==> src/hw/rtl/bsled_pkg.sv <==
// Shared types, constants and helpers for the button speed LED blinker.
// No dependencies; imported by button_speed_led_blinker.
`timescale 1ns / 1ps

package bsled_pkg;

  localparam int unsigned NumPresets       = 4;
  localparam int unsigned DebounceTicksDef = 3;

  localparam int unsigned PresetW = 12;
  localparam int unsigned IdxW    = 2;
  localparam int unsigned TicksW  = 9;
  localparam int unsigned AddrW   = 5;
  localparam int unsigned DataW   = 32;

  localparam logic [PresetW-1:0] PresetOff = 12'd3000;
  localparam logic [PresetW-1:0] PresetOn  = 12'd0;
  localparam int unsigned        MsPerTick = 10;
  // floor(x / 10) == (x * 6554) >> 16 for x below 16384
  localparam int unsigned        TickRecip = 6554;

  localparam logic [IdxW-1:0] IdxTop =
    (NumPresets < 4) ? IdxW'(NumPresets - 1) : IdxW'(3);

  localparam logic [PresetW-1:0] Preset0Rst = 12'd0;
  localparam logic [PresetW-1:0] Preset1Rst = 12'd250;
  localparam logic [PresetW-1:0] Preset2Rst = 12'd500;
  localparam logic [PresetW-1:0] Preset3Rst = 12'd3000;
  localparam logic [IdxW-1:0]    StartIdxRst = 2'd0;

  typedef enum logic [1:0] {
    PhIdle,
    PhConfirm,
    PhRelease
  } dbnc_phase_e;

  typedef enum logic [2:0] {
    RegPreset0,
    RegPreset1,
    RegPreset2,
    RegPreset3,
    RegStartIdx
  } reg_idx_e;

  // Ticks per blink phase: ceil(p / 10)
  function automatic logic [TicksW-1:0] half_ticks(input logic [PresetW-1:0] p);
    logic [25:0] prod;
    prod = (26'(p) + 26'(MsPerTick - 1)) * 26'(TickRecip);
    return prod[16 +: TicksW];
  endfunction

endpackage

==> src/hw/rtl/button_speed_led_blinker.sv <==
// Button speed LED blinker: debounce, speed index and blink timing.
// Depends on bsled_pkg.
`timescale 1ns / 1ps

// Each input item is one 10 ms tick with the faster and slower button levels;
// each item yields one result item with the LED level and the speed index in
// use. The block takes one item per clock cycle while its result is not stalled:
// the item lands in an input register, the whole tick update (debounce, index
// step, blink counter) is combinational, and the result lands in an output
// register, and a stalled result holds the input register too. Presets and the
// start index sit behind an APB port at byte addresses 0x0, 0x4, 0x8, 0xC and
// 0x10; writing the start index also loads the speed index at once. Write
// registers only while no item is in flight.
module button_speed_led_blinker #(
  parameter int unsigned DEBOUNCE_TICKS = bsled_pkg::DebounceTicksDef
) (
  input  logic                        clk_i,
  input  logic                        rst_ni,
  input  logic                        in_valid_i,
  output logic                        in_ready_o,
  input  logic                        faster_btn_i,
  input  logic                        slower_btn_i,
  output logic                        out_valid_o,
  input  logic                        out_ready_i,
  output logic                        led_o,
  output logic [bsled_pkg::IdxW-1:0]  speed_index_o,
  input  logic                        psel,
  input  logic                        penable,
  input  logic                        pwrite,
  input  logic [bsled_pkg::AddrW-1:0] paddr,
  input  logic [bsled_pkg::DataW-1:0] pwdata,
  output logic [bsled_pkg::DataW-1:0] prdata,
  output logic                        pready
);
  import bsled_pkg::*;

  localparam int unsigned CntW = $clog2(DEBOUNCE_TICKS + 1);
  localparam logic [CntW-1:0] CntMax = CntW'(DEBOUNCE_TICKS);
  localparam logic [CntW-1:0] CntOne = CntW'(1);

  logic                  in_valid_q, fb_q, sb_q;
  logic                  out_valid_q, led_out_q;
  logic [IdxW-1:0]       idx_out_q;
  logic                  advance;

  logic [PresetW-1:0]    preset_q [4];
  logic [IdxW-1:0]       start_idx_q;
  logic                  cfg_wr;
  reg_idx_e              cfg_sel;

  dbnc_phase_e           ph_q, ph_d;
  logic [CntW-1:0]       cnt_q, cnt_d, cnt_nx;
  logic                  pf_q, pf_d;
  logic [IdxW-1:0]       idx_q, idx_d;
  logic                  bp_q, bp_d;
  logic [TicksW-1:0]     pt_q, pt_d;
  logic                  led_q, led_d;

  logic                  held, drop, idle_now, start, confirm_hit, blink_en, step_up;
  logic                  bp_cur;
  logic [TicksW-1:0]     pt_cur, pt_inc, need;
  logic [PresetW-1:0]    p_sel;

  assign advance    = in_valid_q && (!out_valid_q || out_ready_i);
  assign in_ready_o = !in_valid_q || advance;

  always_ff @(posedge clk_i or negedge rst_ni) begin
    if (!rst_ni) begin
      in_valid_q  <= 1'b0;
      out_valid_q <= 1'b0;
    end else begin
      if (in_ready_o) begin
        in_valid_q <= in_valid_i;
      end
      if (advance) begin
        out_valid_q <= 1'b1;
      end else if (out_ready_i) begin
        out_valid_q <= 1'b0;
      end
    end
  end

  always_ff @(posedge clk_i) begin
    if (in_ready_o && in_valid_i) begin
      fb_q <= faster_btn_i;
      sb_q <= slower_btn_i;
    end
    if (advance) begin
      led_out_q <= led_d;
      idx_out_q <= idx_d;
    end
  end

  assign out_valid_o   = out_valid_q;
  assign led_o         = led_out_q;
  assign speed_index_o = idx_out_q;

  // Configuration port
  assign pready  = 1'b1;
  assign cfg_wr  = psel && penable && pwrite;
  assign cfg_sel = reg_idx_e'(paddr[AddrW-1:2]);

  always_comb begin
    case (cfg_sel)
      RegPreset0:  prdata = DataW'(preset_q[0]);
      RegPreset1:  prdata = DataW'(preset_q[1]);
      RegPreset2:  prdata = DataW'(preset_q[2]);
      RegPreset3:  prdata = DataW'(preset_q[3]);
      RegStartIdx: prdata = DataW'(start_idx_q);
      default:     prdata = '0;
    endcase
  end

  always_ff @(posedge clk_i or negedge rst_ni) begin
    if (!rst_ni) begin
      preset_q[0] <= Preset0Rst;
      preset_q[1] <= Preset1Rst;
      preset_q[2] <= Preset2Rst;
      preset_q[3] <= Preset3Rst;
      start_idx_q <= StartIdxRst;
    end else if (cfg_wr) begin
      case (cfg_sel)
        RegPreset0:  preset_q[0] <= pwdata[PresetW-1:0];
        RegPreset1:  preset_q[1] <= pwdata[PresetW-1:0];
        RegPreset2:  preset_q[2] <= pwdata[PresetW-1:0];
        RegPreset3:  preset_q[3] <= pwdata[PresetW-1:0];
        RegStartIdx: start_idx_q <= pwdata[IdxW-1:0];
        default:     ;
      endcase
    end
  end

  // Tick decode
  assign held        = pf_q ? fb_q : sb_q;
  assign drop        = (ph_q != PhIdle) && !held;
  assign idle_now    = (ph_q == PhIdle) || drop;
  assign start       = idle_now && (fb_q || sb_q);
  assign blink_en    = idle_now && !(fb_q || sb_q);
  assign cnt_nx      = (cnt_q < CntMax) ? cnt_q + CntOne : cnt_q;
  assign confirm_hit = start ? (CntOne >= CntMax)
                             : ((ph_q == PhConfirm) && held && (cnt_nx >= CntMax));

  // Next debounce phase
  always_comb begin
    case (ph_q)
      PhIdle: begin
        if (start) begin
          ph_d = confirm_hit ? PhRelease : PhConfirm;
        end else begin
          ph_d = PhIdle;
        end
      end
      PhConfirm, PhRelease: begin
        if (start) begin
          ph_d = confirm_hit ? PhRelease : PhConfirm;
        end else if (drop) begin
          ph_d = PhIdle;
        end else if (confirm_hit) begin
          ph_d = PhRelease;
        end else begin
          ph_d = ph_q;
        end
      end
      default: ph_d = PhIdle;
    endcase
  end

  // Counters, index and blink
  assign p_sel   = preset_q[idx_q];
  assign need    = half_ticks(p_sel);
  assign bp_cur  = drop ? 1'b1 : bp_q;
  assign pt_cur  = drop ? '0 : pt_q;
  assign pt_inc  = pt_cur + TicksW'(1);
  assign step_up = start ? fb_q : pf_q;

  always_comb begin
    cnt_d = cnt_q;
    pf_d  = pf_q;
    idx_d = idx_q;
    bp_d  = bp_cur;
    pt_d  = pt_cur;
    led_d = led_q;
    if (start) begin
      cnt_d = CntOne;
      pf_d  = fb_q;
      bp_d  = 1'b1;
      pt_d  = '0;
    end else if (drop) begin
      cnt_d = '0;
    end else if (ph_q == PhConfirm) begin
      cnt_d = cnt_nx;
    end
    if (confirm_hit) begin
      if (step_up) begin
        if (idx_q < IdxTop) idx_d = idx_q + IdxW'(1);
      end else begin
        if (idx_q != '0) idx_d = idx_q - IdxW'(1);
      end
    end
    if (blink_en) begin
      if (p_sel == PresetOff) begin
        led_d = 1'b0;
        bp_d  = 1'b1;
        pt_d  = '0;
      end else if (p_sel == PresetOn) begin
        led_d = 1'b1;
        bp_d  = 1'b1;
        pt_d  = '0;
      end else begin
        led_d = bp_cur;
        if (pt_inc >= need) begin
          pt_d = '0;
          bp_d = !bp_cur;
        end else begin
          pt_d = pt_inc;
        end
      end
    end
  end

  always_ff @(posedge clk_i or negedge rst_ni) begin
    if (!rst_ni) begin
      ph_q  <= PhIdle;
      cnt_q <= '0;
      pf_q  <= 1'b0;
      idx_q <= (StartIdxRst > IdxTop) ? IdxTop : StartIdxRst;
      bp_q  <= 1'b1;
      pt_q  <= '0;
      led_q <= 1'b0;
    end else if (cfg_wr && (cfg_sel == RegStartIdx)) begin
      idx_q <= (pwdata[IdxW-1:0] > IdxTop) ? IdxTop : pwdata[IdxW-1:0];
    end else if (advance) begin
      ph_q  <= ph_d;
      cnt_q <= cnt_d;
      pf_q  <= pf_d;
      idx_q <= idx_d;
      bp_q  <= bp_d;
      pt_q  <= pt_d;
      led_q <= led_d;
    end
  end

  a_stall_holds_both: assert property (@(posedge clk_i) disable iff (!rst_ni)
    !in_ready_o |-> (in_valid_q && out_valid_q && !out_ready_i))
    else $error("input stalled without a blocked result");

  a_advance_fills_out: assert property (@(posedge clk_i) disable iff (!rst_ni)
    advance |=> out_valid_q)
    else $error("processed item left no result");

  a_index_in_range: assert property (@(posedge clk_i) disable iff (!rst_ni)
    idx_q <= IdxTop)
    else $error("speed index beyond top preset");

  a_confirm_count: assert property (@(posedge clk_i) disable iff (!rst_ni)
    (ph_q == PhConfirm) |-> (cnt_q < CntMax))
    else $error("debounce count reached limit without confirm");

  a_blink_parked: assert property (@(posedge clk_i) disable iff (!rst_ni)
    (ph_q != PhIdle) |-> (bp_q && (pt_q == '0)))
    else $error("blink phase running during debounce");

endmodule
==> config.mk <==
export PLATFORM = sky130hd
export DESIGN_NAME = button_speed_led_blinker
export DESIGN_NICKNAME = d
export VERILOG_FILES = /design/src/hw/rtl/bsled_pkg.sv /design/src/hw/rtl/button_speed_led_blinker.sv
export SDC_FILE = /design/constraint.sdc
export NUM_CORES = 1
export LEC_CHECK = 0
export ABC_CLOCK_PERIOD_IN_PS = 8800
export BUFFER_PORTS_ARGS = -buffer_cell sky130_fd_sc_hd__buf_4
export CAP_MARGIN = 25
export CELL_PAD_IN_SITES_DETAIL_PLACEMENT = 1
export CELL_PAD_IN_SITES_GLOBAL_PLACEMENT = 1
export CORE_UTILIZATION = 30
export CTS_CLUSTER_SIZE = 30
export DETAILED_ROUTE_END_ITERATION = 12
export GPL_TIMING_DRIVEN = 0
export PLACE_DENSITY = 0.58
export SETUP_SLACK_MARGIN = 0.5
export SLEW_MARGIN = 5
export SYNTH_ARGS = -nofsm -noshare
export SYNTH_HDL_FRONTEND = slang
export SYNTH_SLANG_ARGS = --single-unit
==> constraint.sdc <==
create_clock -name clk_i -period 8.8 [get_ports clk_i]
set_clock_uncertainty 0.05 [all_clocks]
set_input_delay 1.76 -clock clk_i [delete_from_list [all_inputs] [get_ports clk_i]]
set_output_delay 1.76 -clock clk_i [all_outputs]
set_load 0.02 [all_outputs]
==> results.toml <==
[worst_setup_path]
crit_cells = 32
cp-start-kind = "flip-flop"
critical_path_required_ns = 9.03
slowest_delay_ns = 0.60
critical_path_buf_inv_count = 6
reg2regPathDepth = 32
critical_path.max_fanout = 10
crit_type = "reg -> reg"
crit_arrival_ns = 8.18
cp-end-kind = "flip-flop"
path_delay_family = "adder cells"
cp_slowest_cell = "mux4_2"

[route]
dr.pass1.iters = 4
route.detailed.drc = 0
antenna_left = 0
viasPerCell = 4.83
dr_total_vias = 5165
wl_um = 17800
first_iter_violations = 149
post_drt_wl_per_cell_um = 16.6

[timing]
worstMarginPinSlew_ns = 0.918
fin_crit_ns = 7.95
fmax_mhz = 126
rsz0062_at_grt = "false"
finalSetupTns_ns = 0
period_share_pct = 90.4
max-slew-margin-rel_pct = 38.8
timing.final.max_slew_violations = 0
finalHoldViolations = 0
finalSetupViolCount = 0

[floorplan]
ios = 84
die_area_um2 = 25100
rows = 56
start_util_pct = 30.9
core_um2 = 23800
chipHeight_um = 158
die_w_um = 158

[cts]
cts_tree = "yes"
clock_path_buffers = 2
cts_buffers = 9
cts_root_buf = "clkbuf_16"
htree_levels = 3
clock-sinks = 75
path_clk_slew_ns = 0.06
clock_latency_ns = 0.34

[synthesis]
netlist_instances = 673
synthArstFlopShare_pct = 93.3
syn_avg_cell_area_um2 = 10.9
synth_edf_count = 5
synth.distinct_cells = 67
synth-warning-count = 0
netlist_area_um2 = 7340
ys_ff_latch = 75
seq_area_frac_synth_pct = 26.3
ys.flop_type = "dfrtp_1"

[placement]
routabilityCongestion = 0.840
dp_hpwl_um = 14400
port_buffers = 37

[cells_and_area]
final_common_cell = "ha_1"
final_layout_size_suffix_gt1_share_pct = 19.6
mostFrequentLayoutCells = "ha_1 (98), inv_1 (88), buf_4 (62)"
area.growth.synth_to_final_pct = 16.2
diodes = 0
final_nets = 932

[global_route]
grt_pass1_wl_um = 28500
grt_max_degree = 71
grt_pass1_vias = 5624
grt.overflow.total = 0
grt_usage_pct = 14.8
antenna_found_initial = 0

[job]
cap_violations = 0

[min_path]
whs_path_depth = 1
hold_class = "reg -> reg"

[outcome]
status = "completed"
what timing repair did:
action | 4_1_cts | 5_1_grt
buffers inserted | 0 | 5
resized for setup | 3 | 7
pin swaps | 0 | 2
hold buffers | 0 | 0
endpoints found under the hold margin | 0 | 0
setup endpoints to repair | 10 | 10
cell families after synthesis:
| kind of cell | after synthesis | share of synthesized area, % |
|---|---|---|
| buffers and inverters | 126 | 7.69 |
| xor gates and xnor gates | 33 | 4.59 |
| AOI/OAI and AO/OA | 88 | 8.20 |
| muxes | 79 | 15.5 |
| and+or+nand+nor | 130 | 9.58 |
| DFF | 75 | 26.3 |
| adders and majority gates | 140 | 28.1 |
| other | 2 | 0.102 |
through the flow:
stage                     instance area [um^2]  setup slack [ns]  cells  hold WS, ns  utilization, %
after floorplan                           7410              1.40    692        0.407               -
after global placement                    8090             0.324   1048        0.427            34.0
after detailed placement                  8090            0.0842   1049        0.443            34.1
after CTS                                 8440             0.515   1065        0.456            35.5
after global routing                      8530             0.470   1070        0.460            35.9
final                                     8530             0.849   1070        0.454            35.9
Yosys cell counts (3+ instances only):
cell	n	area [um^2]
a22o_1	10	87.6
nand2b_1	7	43.8
dfstp_2	20	526
mux4_2	20	450
a311oi_1	3	26.3
buf_1	4	15.0
and2_1	7	43.8
ha_1	99	1240
buf_4	21	158
edfxtp_1	5	150
inv_1	88	330
a21o_1	10	75.1
o21a_1	3	22.5
nor2_1	25	93.8
buf_2	4	20.0
nor3_1	7	35.0
and3_1	6	37.5
xnor2_1	14	123
fa_1	41	821
clkbuf_1	6	22.5
o21ai_1	10	50.1
a21oi_1	21	105
mux2_1	50	563
dfrtp_1	50	1250
nand2_1	33	124
xor2_1	15	131
nand3_1	8	40.0
nor2b_1	18	113
nand4_1	3	18.8
mux2i_1	6	60.1
o21ai_0	10	50.1
area by class of cell:
class	count	area [um^2]
fillers	2667	15200
flip-flops and latches	75	1930
clock buffers	9	225
inverters	90	338
multi-input cells	491	4960
plain buffers	36	231
clock inverters	7	109
well taps	319	399
repair buffers	43	333
flip-flops by register name, summed over array words and instances (netlist names), 2 cells and up:
| register | count |
|---|---|
| speed_index_o | 2 |
| start_idx_q | 2 |
| cnt_q | 2 |
| pt_q | 9 |
| idx_q | 2 |
| preset_q | 48 |
| ph_q | 2 |
per-layer routing:
metal,routed length [um],track usage [%]
met2,8830,25.6
met3,530,2.91
met5,0,0
met4,204,3.39
met1,8230,19.0
path summary, 6_finish.rpt:
| check | startpoint | to | slack (ns) |
|---|---|---|---|
| max reg2reg | idx_q[0] | pt_q[5] | 0.85 |
| max in group asynchronous | rst_ni | idx_q[0] | 6.59 |
| max | idx_q[0] | pt_q[5] | 0.85 |
| min in group asynchronous | rst_ni | preset_q[12] | 1.50 |
| min | led_q | led_q | 0.45 |
| min reg2reg | led_q | led_q | 0.45 |
Power is left out: the tool's default activity adds up to more than one toggle a clock period on the data nets, which glitch-free logic cannot reach.
